[src/lis_pkg.sv]
// ----------------------------------------------------------------------------
// lis_pkg
// Shared constants and types for the increasing-subsequence length tracker.
// ----------------------------------------------------------------------------
package lis_pkg;

  // Number of tail-table entries. This is also the longest sequence that is tracked.
  localparam int DEPTH       = 1024;
  localparam int VALUE_WIDTH = 32;
  localparam int ADDR_W      = $clog2(DEPTH);
  localparam int CNT_W       = $clog2(DEPTH + 1);
  localparam int OUT_W       = 11;

  typedef logic [VALUE_WIDTH-1:0] value_t;
  typedef logic [ADDR_W-1:0]      addr_t;
  typedef logic [CNT_W-1:0]       count_t;

  // Ports of the tail-table memory, driven by the controller.
  typedef struct packed {
    logic   we;
    addr_t  waddr;
    value_t wdata;
    addr_t  raddr;
  } mem_req_t;

  // One finished result.
  typedef struct packed {
    logic [OUT_W-1:0] lis_length;
    logic [OUT_W-1:0] change_count;
    logic             sequence_end;
    logic             overflow;
  } result_t;

endpackage

[src/lis_search.sv]
// ----------------------------------------------------------------------------
// lis_search
// Sequencer: append test, binary search over the tail table, and the
// length and item-count registers.
// ----------------------------------------------------------------------------
module lis_search (
  input  logic               clk,
  input  logic               rst,
  input  logic               in_valid,
  output logic               in_ready,
  input  lis_pkg::value_t    in_value,
  input  logic               in_last,
  output logic               res_valid,
  input  logic               res_ready,
  output lis_pkg::result_t   res,
  output lis_pkg::mem_req_t  mem_req,
  input  lis_pkg::value_t    rd_data
);

  localparam logic [1:0] S_IDLE  = 2'd0;
  localparam logic [1:0] S_TOP   = 2'd1;
  localparam logic [1:0] S_PROBE = 2'd2;
  localparam logic [1:0] S_DONE  = 2'd3;

  logic [1:0]       state, state_next;
  lis_pkg::count_t  len, len_next;
  lis_pkg::count_t  cnt, cnt_next;
  lis_pkg::addr_t   lo, lo_next;
  lis_pkg::addr_t   hi, hi_next;
  lis_pkg::value_t  key, key_next;
  logic             last, last_next;
  logic             over, over_next;

  logic [lis_pkg::ADDR_W:0] mid_sum;
  lis_pkg::addr_t           mid;
  lis_pkg::addr_t           probe_lo;
  lis_pkg::addr_t           probe_hi;
  logic [lis_pkg::ADDR_W:0] next_sum;
  logic                     tail_less;

  assign mid_sum   = {1'b0, lo} + {1'b0, hi};
  assign mid       = mid_sum[lis_pkg::ADDR_W:1];
  assign tail_less = $signed(rd_data) < $signed(key);

  // Narrowing of the search window after one probe.
  always_comb begin
    if (tail_less) begin
      probe_lo = mid + lis_pkg::ADDR_W'(1);
      probe_hi = hi;
    end else begin
      probe_lo = lo;
      probe_hi = mid;
    end
    next_sum = {1'b0, probe_lo} + {1'b0, probe_hi};
  end

  always_comb begin
    state_next = state;
    len_next   = len;
    cnt_next   = cnt;
    lo_next    = lo;
    hi_next    = hi;
    key_next   = key;
    last_next  = last;
    over_next  = over;
    mem_req    = '0;
    case (state)
      S_IDLE: begin
        mem_req.raddr = lis_pkg::ADDR_W'(len - lis_pkg::CNT_W'(1));
        if (in_valid) begin
          key_next  = in_value;
          last_next = in_last;
          over_next = 1'b0;
          if (cnt == lis_pkg::CNT_W'(lis_pkg::DEPTH)) begin
            over_next  = 1'b1;
            state_next = S_DONE;
          end else if (len == '0) begin
            mem_req.we    = 1'b1;
            mem_req.waddr = '0;
            mem_req.wdata = in_value;
            len_next      = lis_pkg::CNT_W'(1);
            cnt_next      = cnt + lis_pkg::CNT_W'(1);
            state_next    = S_DONE;
          end else begin
            state_next = S_TOP;
          end
        end
      end
      S_TOP: begin
        // rd_data holds the last kept tail.
        mem_req.wdata = key;
        if (tail_less) begin
          mem_req.we    = 1'b1;
          mem_req.waddr = len[lis_pkg::ADDR_W-1:0];
          len_next      = len + lis_pkg::CNT_W'(1);
          cnt_next      = cnt + lis_pkg::CNT_W'(1);
          state_next    = S_DONE;
        end else if (len == lis_pkg::CNT_W'(1)) begin
          mem_req.we    = 1'b1;
          mem_req.waddr = '0;
          cnt_next      = cnt + lis_pkg::CNT_W'(1);
          state_next    = S_DONE;
        end else begin
          lo_next       = '0;
          hi_next       = lis_pkg::ADDR_W'(len - lis_pkg::CNT_W'(1));
          mem_req.raddr = hi_next >> 1;
          state_next    = S_PROBE;
        end
      end
      S_PROBE: begin
        // rd_data holds the tail at mid.
        mem_req.wdata = key;
        lo_next       = probe_lo;
        hi_next       = probe_hi;
        mem_req.raddr = next_sum[lis_pkg::ADDR_W:1];
        if (probe_lo == probe_hi) begin
          mem_req.we    = 1'b1;
          mem_req.waddr = probe_lo;
          cnt_next      = cnt + lis_pkg::CNT_W'(1);
          state_next    = S_DONE;
        end
      end
      S_DONE: begin
        if (res_ready) begin
          if (last) begin
            len_next = '0;
            cnt_next = '0;
          end
          state_next = S_IDLE;
        end
      end
      default: begin
        state_next = S_IDLE;
      end
    endcase
  end

  always_ff @(posedge clk) begin
    if (rst) begin
      state <= S_IDLE;
      len   <= '0;
      cnt   <= '0;
    end else begin
      state <= state_next;
      len   <= len_next;
      cnt   <= cnt_next;
    end
  end

  always_ff @(posedge clk) begin
    lo   <= lo_next;
    hi   <= hi_next;
    key  <= key_next;
    last <= last_next;
    over <= over_next;
  end

  assign in_ready             = (state == S_IDLE);
  assign res_valid            = (state == S_DONE);
  assign res.lis_length       = lis_pkg::OUT_W'(len);
  assign res.change_count     = lis_pkg::OUT_W'(cnt - len);
  assign res.sequence_end     = last;
  assign res.overflow         = over;

  // The subsequence can never be longer than the items that built it.
  a_len_le_cnt: assert property (@(posedge clk) disable iff (rst) len <= cnt)
    else $error("table length exceeds item count");

  a_cnt_bound: assert property (@(posedge clk) disable iff (rst)
    cnt <= lis_pkg::CNT_W'(lis_pkg::DEPTH))
    else $error("item count beyond table depth");

  // A probe always has an open search window.
  a_probe_window: assert property (@(posedge clk) disable iff (rst)
    (state == S_PROBE) |-> (lo < hi))
    else $error("binary search window collapsed before probe");

  // An overflowed item must leave the table untouched.
  a_over_no_write: assert property (@(posedge clk) disable iff (rst)
    (state == S_DONE && over) |-> $stable(len) || $past(state == S_DONE))
    else $error("state changed on an overflowed item");

endmodule

[config.mk]
export PLATFORM = sky130hd
export DESIGN_NAME = lis_search
export DESIGN_NICKNAME = d
export VERILOG_FILES = /design/src/lis_pkg.sv /design/src/lis_search.sv
export SDC_FILE = /design/constraint.sdc
export NUM_CORES = 1
export LEC_CHECK = 0
export BUFFER_PORTS_ARGS = -buffer_cell sky130_fd_sc_hd__buf_2
export CAP_MARGIN = 25
export CORE_UTILIZATION = 40
export CTS_CLUSTER_DIAMETER = 100
export DETAILED_ROUTE_END_ITERATION = 16
export HOLD_SLACK_MARGIN = 0.05
export SLEW_MARGIN = 20
export SYNTH_ARGS = -nofsm -noshare
export SYNTH_HDL_FRONTEND = slang
export SYNTH_SLANG_ARGS = --single-unit
export TNS_END_PERCENT = 1
[constraint.sdc]
create_clock -name clk -period 11.25 [get_ports clk]
set_clock_uncertainty 0.1 [all_clocks]
set_input_delay 0 -clock clk [delete_from_list [all_inputs] [get_ports clk]]
set_output_delay 0 -clock clk [all_outputs]
set_load 0.01 [all_outputs]
==> results of run 1 <==
## power by group
part / total, mW / internal [mW] / switching [mW]
Clock: 0.302 / 0.172 / 0.130
Combinational: 2.27 / 0.890 / 1.38
Sequential: 0.483 / 0.416 / 0.0669
## worst paths after layout
path | startpoint | end | slack, ns
worst max-delay path | lo[0]$_SDFFCE_PN0P_ | cnt[1]$_SDFFE_PP0P_ | 5.26
worst min-delay path | res_ready | state[1]$_SDFFE_PP0P_ | 0.09
worst max register to register | lo[0]$_SDFFCE_PN0P_ | cnt[1]$_SDFFE_PP0P_ | 5.26
worst min register to register | cnt[0]$_SDFFE_PP0P_ | cnt[0]$_SDFFE_PP0P_ | 0.41
## worst max-delay path, cell delays in order (launching register included)
cell      delay (ns)
edfxtp_1        0.42
and2_1          0.19
fa_1            0.42
a211oi_1        0.40
nor2_1          0.14
nor2_4          0.31
nand4_1         0.22
nor4_1          0.42
nand3b_1        0.15
xor2_1          0.16
mux2i_1         0.29
inv_1           0.08
ha_1            0.36
or4_1           0.54
nor2_1          0.23
nand2_1         0.11
o41ai_2         0.46
o211ai_1        0.47
nand3b_1        0.31
a21oi_1         0.14
## cell families (layout without fill, tap and decap cells)
kind of cell	count (synthesis)	count (layout)
compound gates	214	214
xor+xnor	37	37
fa+ha+maj	75	75
buf+inv	105	271
flops	78	78
mux	20	20
other cells	0	1
simple gates	275	275
## stage by stage
stage | utilization [%] | area [sq um] | std cells | hold WS (ns)
2_1_floorplan | - | 6970 | 804 | -0.00113
3_3_place_gp | 46.8 | 7880 | 1140 | 0.0775
3_5_place_dp | 46.8 | 7880 | 1140 | 0.0823
4_1_cts | 50.6 | 8520 | 1190 | 0.0751
5_1_grt | 50.7 | 8520 | 1191 | 0.123
6_report | 50.7 | 8520 | 1191 | 0.0929
## state kept, by name (all words and copies together) (netlist names)
signal,flops
hi,10
cnt,11
key,32
over,1
lo,10
last,1
len,11
state,2
## cell type report
class | count | share of cell area, %
Multi-Input combinational cell | 621 | 52.4
Sequential cell | 78 | 24.7
Timing Repair Buffer | 187 | 13.2
Tap cell | 220 | 3.23
Inverter | 68 | 3.00
Clock buffer | 9 | 2.64
Clock inverter | 7 | 0.852
Antenna cell | 1 | 0.0294
## routing by layer
metal  vias up  global-route usage, %  wire length (um)
met4         0                   11.8               753
met5         -                      0                 0
met1      3091                   31.4              9470
met2       187                   35.6              9280
met3        48                   2.83               867
li1       3272                      -                 -
## layout by cell type, fill, tap and decap left out, types with 9 or more instances in the layout
cell type / count
mux2_2: 14
a21o_1: 10
ha_1: 69
nand3_1: 17
dfxtp_1: 24
and3_1: 9
buf_2: 147
a22oi_1: 47
nand4_1: 9
edfxtp_1: 54
clkbuf_16: 9
xnor2_1: 23
nor3_1: 19
inv_1: 68
and2_1: 12
nor2_1: 98
xor2_1: 12
o21ai_0: 33
dlygate4sd3_1: 34
nand2_1: 42
a21oi_1: 50
## repair_timing
item                      in CTS  in global routing
gates resized for setup        0                  0
hold endpoints to repair      48                  0
hold buffers                  34                  0
==> metrics.md, run 1 <==
| Metric | Value |
|---|---|
| Outcome | `finished, final reports clean` |
| Max Clk Rate | `167 MHz` |
| Min-Delay Path Depth | `5` |
| Clk buf depth | `2` |
| Ys async rst share | `0%` |
| Main area contributors after synthesis | `edfxtp_1, ha_1, dfxtp_1, nor2_1, a22oi_1` |
| GPL Wtd Cong | `~0.88` |
| Inserted Clock Buffers | `9` |
| Reg2Reg Depth | `19` |
| Seq/Total Area, Yosys | `30.2%` |
| DRT Wirelength | `approximately 20000 um` |
| Crit-path max FO | `12` |
| Cell accounting for the most synthesized area | `edfxtp_1` |
| Xor-xnor portion of the synthesized cell area | `approximately 4.9%` |
| Unrepaired setup endpoints after global routing | `no` |
| CTS root buf | `clkbuf_16` |
| Number of global-route vias before repair | `6209` |
| Area growth, synth to finish | `22.3%` |
| I/O Buffers | `147` |
| Area of the multi-input gates | `4470 sq um` |
| Vias per inst | `5.54` |
| Syn_nets | `946` |
| Yosys warnings | `0` |
| Slew Viols, Final | `0` |
| Final #Nets | `1107` |
| Area fraction of the dominant cell type after synthesis | `23.3%` |
| Clock latency on the worst-skew pair | `approximately 0.35 ns` |
| Crit share post-route | `a little over half` |
| Setup slack after placement | `5.36 ns` |
| Power density cells | `358 nW/um^2` |
| GRT Total Usage | `approximately 23%` |
| Hold Fails Final Rpt | `0` |
| Mean Syn Cell Area | `just under 9 sq um` |
| Crit start category | `register` |
| HPWL after DPL | `15200 um` |
| Drt first pass iters | `5` |
| Clock transition time at the flip-flop clock pins of the worst setup and hold paths | `0.07 ns` |
| Initial antenna violation count | `1` |
| Mux cell area share after synthesis | `roughly 3.1%` |
| Primary FF master, synth | `edfxtp_1` |
| CTS tree | `done` |
| Max Cap Violations | `0` |
| Num Clock Sinks | `78` |
| TNS Setup | `0 ns` |
| Die width | `about 130 um` |
| Pin count of the biggest net entering global routing | `54` |
| Remaining DRCs | `0` |
| Register bit total from synthesis | `between 70 and 80` |
| Layout cells sized above 1 | `22.2%` |
| Final Setup Violations | `0` |
| Post-Synth Adder-Cell Area | `13.7%` |
| Worst vdd ir | `~0.15 mV` |
| Core Rows | `47` |
| Die ar. | `17900 sq um` |
| Synth Area in Simple Gates | `20.9%` |
| Crit. End Element | `register` |
| FILL cells | `approximately 1700` |
| Worst slew pin tran | `1.03 ns` |
| Worst Path Arrival | `6.18 ns` |
| Htree depth | `3` |
| Die Height | `134 um` |
| Synth cell types | `83` |
| WL/cell | `17.1 um` |
| Most frequent cells after synthesis | `nor2_1, ha_1, inv_1` |
| Synth Instances | `804` |
| # IOs | `148` |
| Worst Hold Class | `in2reg` |
| Worst EP required | `11.44 ns` |
| Largest family of logic cells by synthesized area | `compound AO/OA/AOI/OAI gates` |
| Post-synth EDFFs | `54` |
| Post-synthesis instance area | `6970 sq um` |
| Synth Area in Compound Gates | `between 20% and 30%` |
| DR vias | `6598` |
| Placeable Area | `16800 sq um` |
| Antenna viol nets, final | `0` |
| Fin worst setup slack | `roughly 5.3 ns` |
| Overflow after GRT | `0` |
| Critical path type | `reg2reg` |
| Final Total Pwr | `just over 3 mW` |
| Leak | `3.69 nW` |
| Post-CTS Setup Repair Bufs | `0` |
| Tmin final | `5.99 ns` |
| Starting Density | `41.4%` |
| Relative slew slack | `30.6%` |
| Storage cell area | `between 2000 and 2500 sq um` |
| Most common cell in the netlist | `nor2_1` |
| Global-route wire length before repair | `32500 um` |
| Initial DRC Count | `432` |
Power figures use the tool's default switching activity.
==> inputs of run 2 (changes only) <==
==> constraint.sdc (replaced) <==
create_clock -name clk -period 6.3 [get_ports clk]
set_clock_uncertainty 0.1 [all_clocks]
set_input_delay 0 -clock clk [delete_from_list [all_inputs] [get_ports clk]]
set_output_delay 0 -clock clk [all_outputs]
set_load 0.01 [all_outputs]
==> metrics.md, run 2 (synthesis results as in run 1) <==
| Metric | Value |
|---|---|
| Worst Hold Class | `in2reg` |
| Worst Path Arrival | `between 5 and 6 ns` |
| Starting Density | `between 40 and 50%` |
| Worst R2R End | `cnt[3]$_SDFFE_PP0P_` |
| Storage cell area | `2100 sq um` |
| GPL Wtd Cong | `0.897` |
| Crit-path max FO | `10` |
| Die ar. | `~18000 sq um` |
| HPWL after DPL | `~16000 um` |
| Final Setup Violations | `0` |
| Worst r2r src | `lo[0]$_SDFFCE_PN0P_` |
| Critical path depth | `19` |
| Antenna viol nets, final | `0` |
| Max reg flops | `32` |
| Slew Viols, Final | `0` |
| Unrepaired setup endpoints after global routing | `no` |
| Worst EP required | `a little over 6 ns` |
| Placed cell count | `about 1100` |
| Area growth, synth to finish | `23.3%` |
| Most frequent cells in the layout | `buf_2, nor2_1, ha_1` |
| I/O Buffers | `147` |
| Die width | `about 130 um` |
| Fin area | `8590 sq um` |
| Vias per inst | `about 5.6` |
| Global-route wire length before repair | `between 30000 and 40000 um` |
| Biggest register | `key` |
| Crit start category | `register` |
| Core Rows | `47` |
| Initial DRC Count | `426` |
| Power density cells | `645 nW/um^2` |
| Overflow after GRT | `0` |
| # IOs | `148` |
| Slowest cell on crit path | `or4_1` |
| Critical path type | `reg2out` |
| Htree depth | `3` |
| Area of the multi-input gates | `4490 sq um` |
| CTS root buf | `clkbuf_16` |
| Fin worst setup slack | `around 0.40 ns` |
| Most common cell after layout, fill and taps aside | `buf_2` |
| Final #Nets | `1112` |
| Worst slew pin tran | `between 0.9 and 1 ns` |
| Die Height | `134 um` |
| CP Cell Sequence | `and2_1, fa_1, a211oi_1, o21bai_1, a2111oi_0, nor3_1, xor2_1, nand3b_1, xor2_1, mux2i_1, inv_1, ha_1, or4_1, nor2_1, nand2_1, a21oi_2, a22oi_1, nor2_1, buf_2` |
| Tmin final | `between 5 and 6 ns` |
| WL/cell | `17.3 um` |
| Biggest registers after layout | `key x32, cnt x11, len x11` |
| R2r setup slk | `0.51 ns` |
| Hold Fails Final Rpt | `0` |
| TNS Setup | `0 ns` |
| Post-route insts no fill | `1195` |
| Max Clk Rate | `169 MHz` |
| Setup slack after placement | `0.448 ns` |
| GRT Total Usage | `23.3%` |
| Max stage delay on crit path | `0.56 ns` |
| Crit. End Element | `output port` |
| Placeable Area | `between 15000 and 20000 sq um` |
| Drt first pass iters | `5` |
| Relative slew slack | `39.7%` |
| CTS tree | `done` |
| Pin count of the biggest net entering global routing | `53` |
| Initial antenna violation count | `0` |
| Clock transition time at the flip-flop clock pins of the worst setup and hold paths | `approximately 0.07 ns` |
| Critical path buffers and inverters | `2` |
| Post-DP Area | `7900 sq um` |
| Clk buf depth | `2` |
| Clock latency on the worst-skew pair | `0.35 ns` |
| Inserted Diodes | `0` |
| DRT Wirelength | `about 21000 um` |
| Remaining DRCs | `0` |
| FILL cells | `1686` |
| Min-Delay Path Depth | `5` |
| Outcome | `finished, final reports clean` |
| Max Cap Violations | `0` |
| Worst vdd ir | `roughly 0.27 mV` |
| Layout cells sized above 1 | `approximately 23%` |
| Number of global-route vias before repair | `6423` |
| Num Clock Sinks | `~80` |
| Utilization after layout | `51.1%` |
| Worst path top cell family by delay | `compound AO/OA/AOI/OAI gates` |
| DR vias | `6648` |
| Inserted Clock Buffers | `9` |
| Reg2Reg Depth | `19` |
| Final Total Pwr | `5.54 mW` |
| Hold slack final | `0.111 ns` |
| Crit share post-route | `93.6%` |
| Leak | `3.74 nW` |
| Worst hold start | `res_ready` |
| Hold Crit Endpoint | `state[1]$_SDFFE_PP0P_` |
-- run 2: layout make-up --
type,count,area share (%)
multi-input cells,621,52.2
well taps,220,3.20
flip-flops and latches,78,24.5
repair buffers,192,13.6
clock buffers,9,2.62
inverters,68,2.97
clock inverters,7,0.932
-- run 2: worst max-delay path by stage --
stage	from	to
after floorplan	lo[0]$_SDFFCE_PN0P_	cnt[2]$_SDFFE_PP0P_
after global placement	lo[0]$_SDFFCE_PN0P_	cnt[1]$_SDFFE_PP0P_
after detailed placement	lo[0]$_SDFFCE_PN0P_	cnt[1]$_SDFFE_PP0P_
after CTS	lo[0]$_SDFFCE_PN0P_	cnt[1]$_SDFFE_PP0P_
after global routing	lo[0]$_SDFFCE_PN0P_	mem_req[42]
final	lo[0]$_SDFFCE_PN0P_	mem_req[42]
-- run 2: report_power, final --
group          total, mW  internal [mW]  switching (mW)
registers          0.853          0.740           0.112
clock network      0.547          0.313           0.234
logic               4.14           1.64            2.51
total               5.54           2.69            2.85
-- run 2: timing repair --
| action | in CTS | in global routing |
|---|---|---|
| buffers inserted | 0 | 1 |
| hold endpoints to repair | 48 | 0 |
| hold buffers | 34 | 0 |
| resized for setup | 0 | 1 |
| setup endpoints to repair | 0 | 10 |
-- run 2: routing by layer --
layer  up-vias  part of all wire [%]  wire length [um]  global-route usage, %
met5         -                     0                 0                      0
met4         0                   3.4               702                   11.4
li1       3293                     -                 -                      -
met3        35                   4.9              1010                   2.87
met2       205                    46              9590                   37.0
met1      3115                    45              9330                   31.3
-- run 2: worst register-to-register path, cell delays in order, from the launching register on --
cell and delay [ns]:
edfxtp_1 0.43, and2_1 0.20, fa_1 0.41, a211oi_1 0.37, o21bai_1 0.17, a2111oi_0 0.48, nor3_1 0.16, xor2_1 0.30
nand3b_1 0.14, xor2_1 0.16, mux2i_1 0.26, inv_1 0.09, ha_1 0.36, or4_1 0.56, nor2_1 0.24, nand2_1 0.14
o41ai_4 0.36, o2111ai_4 0.23, or3b_1 0.42, a21oi_1 0.14
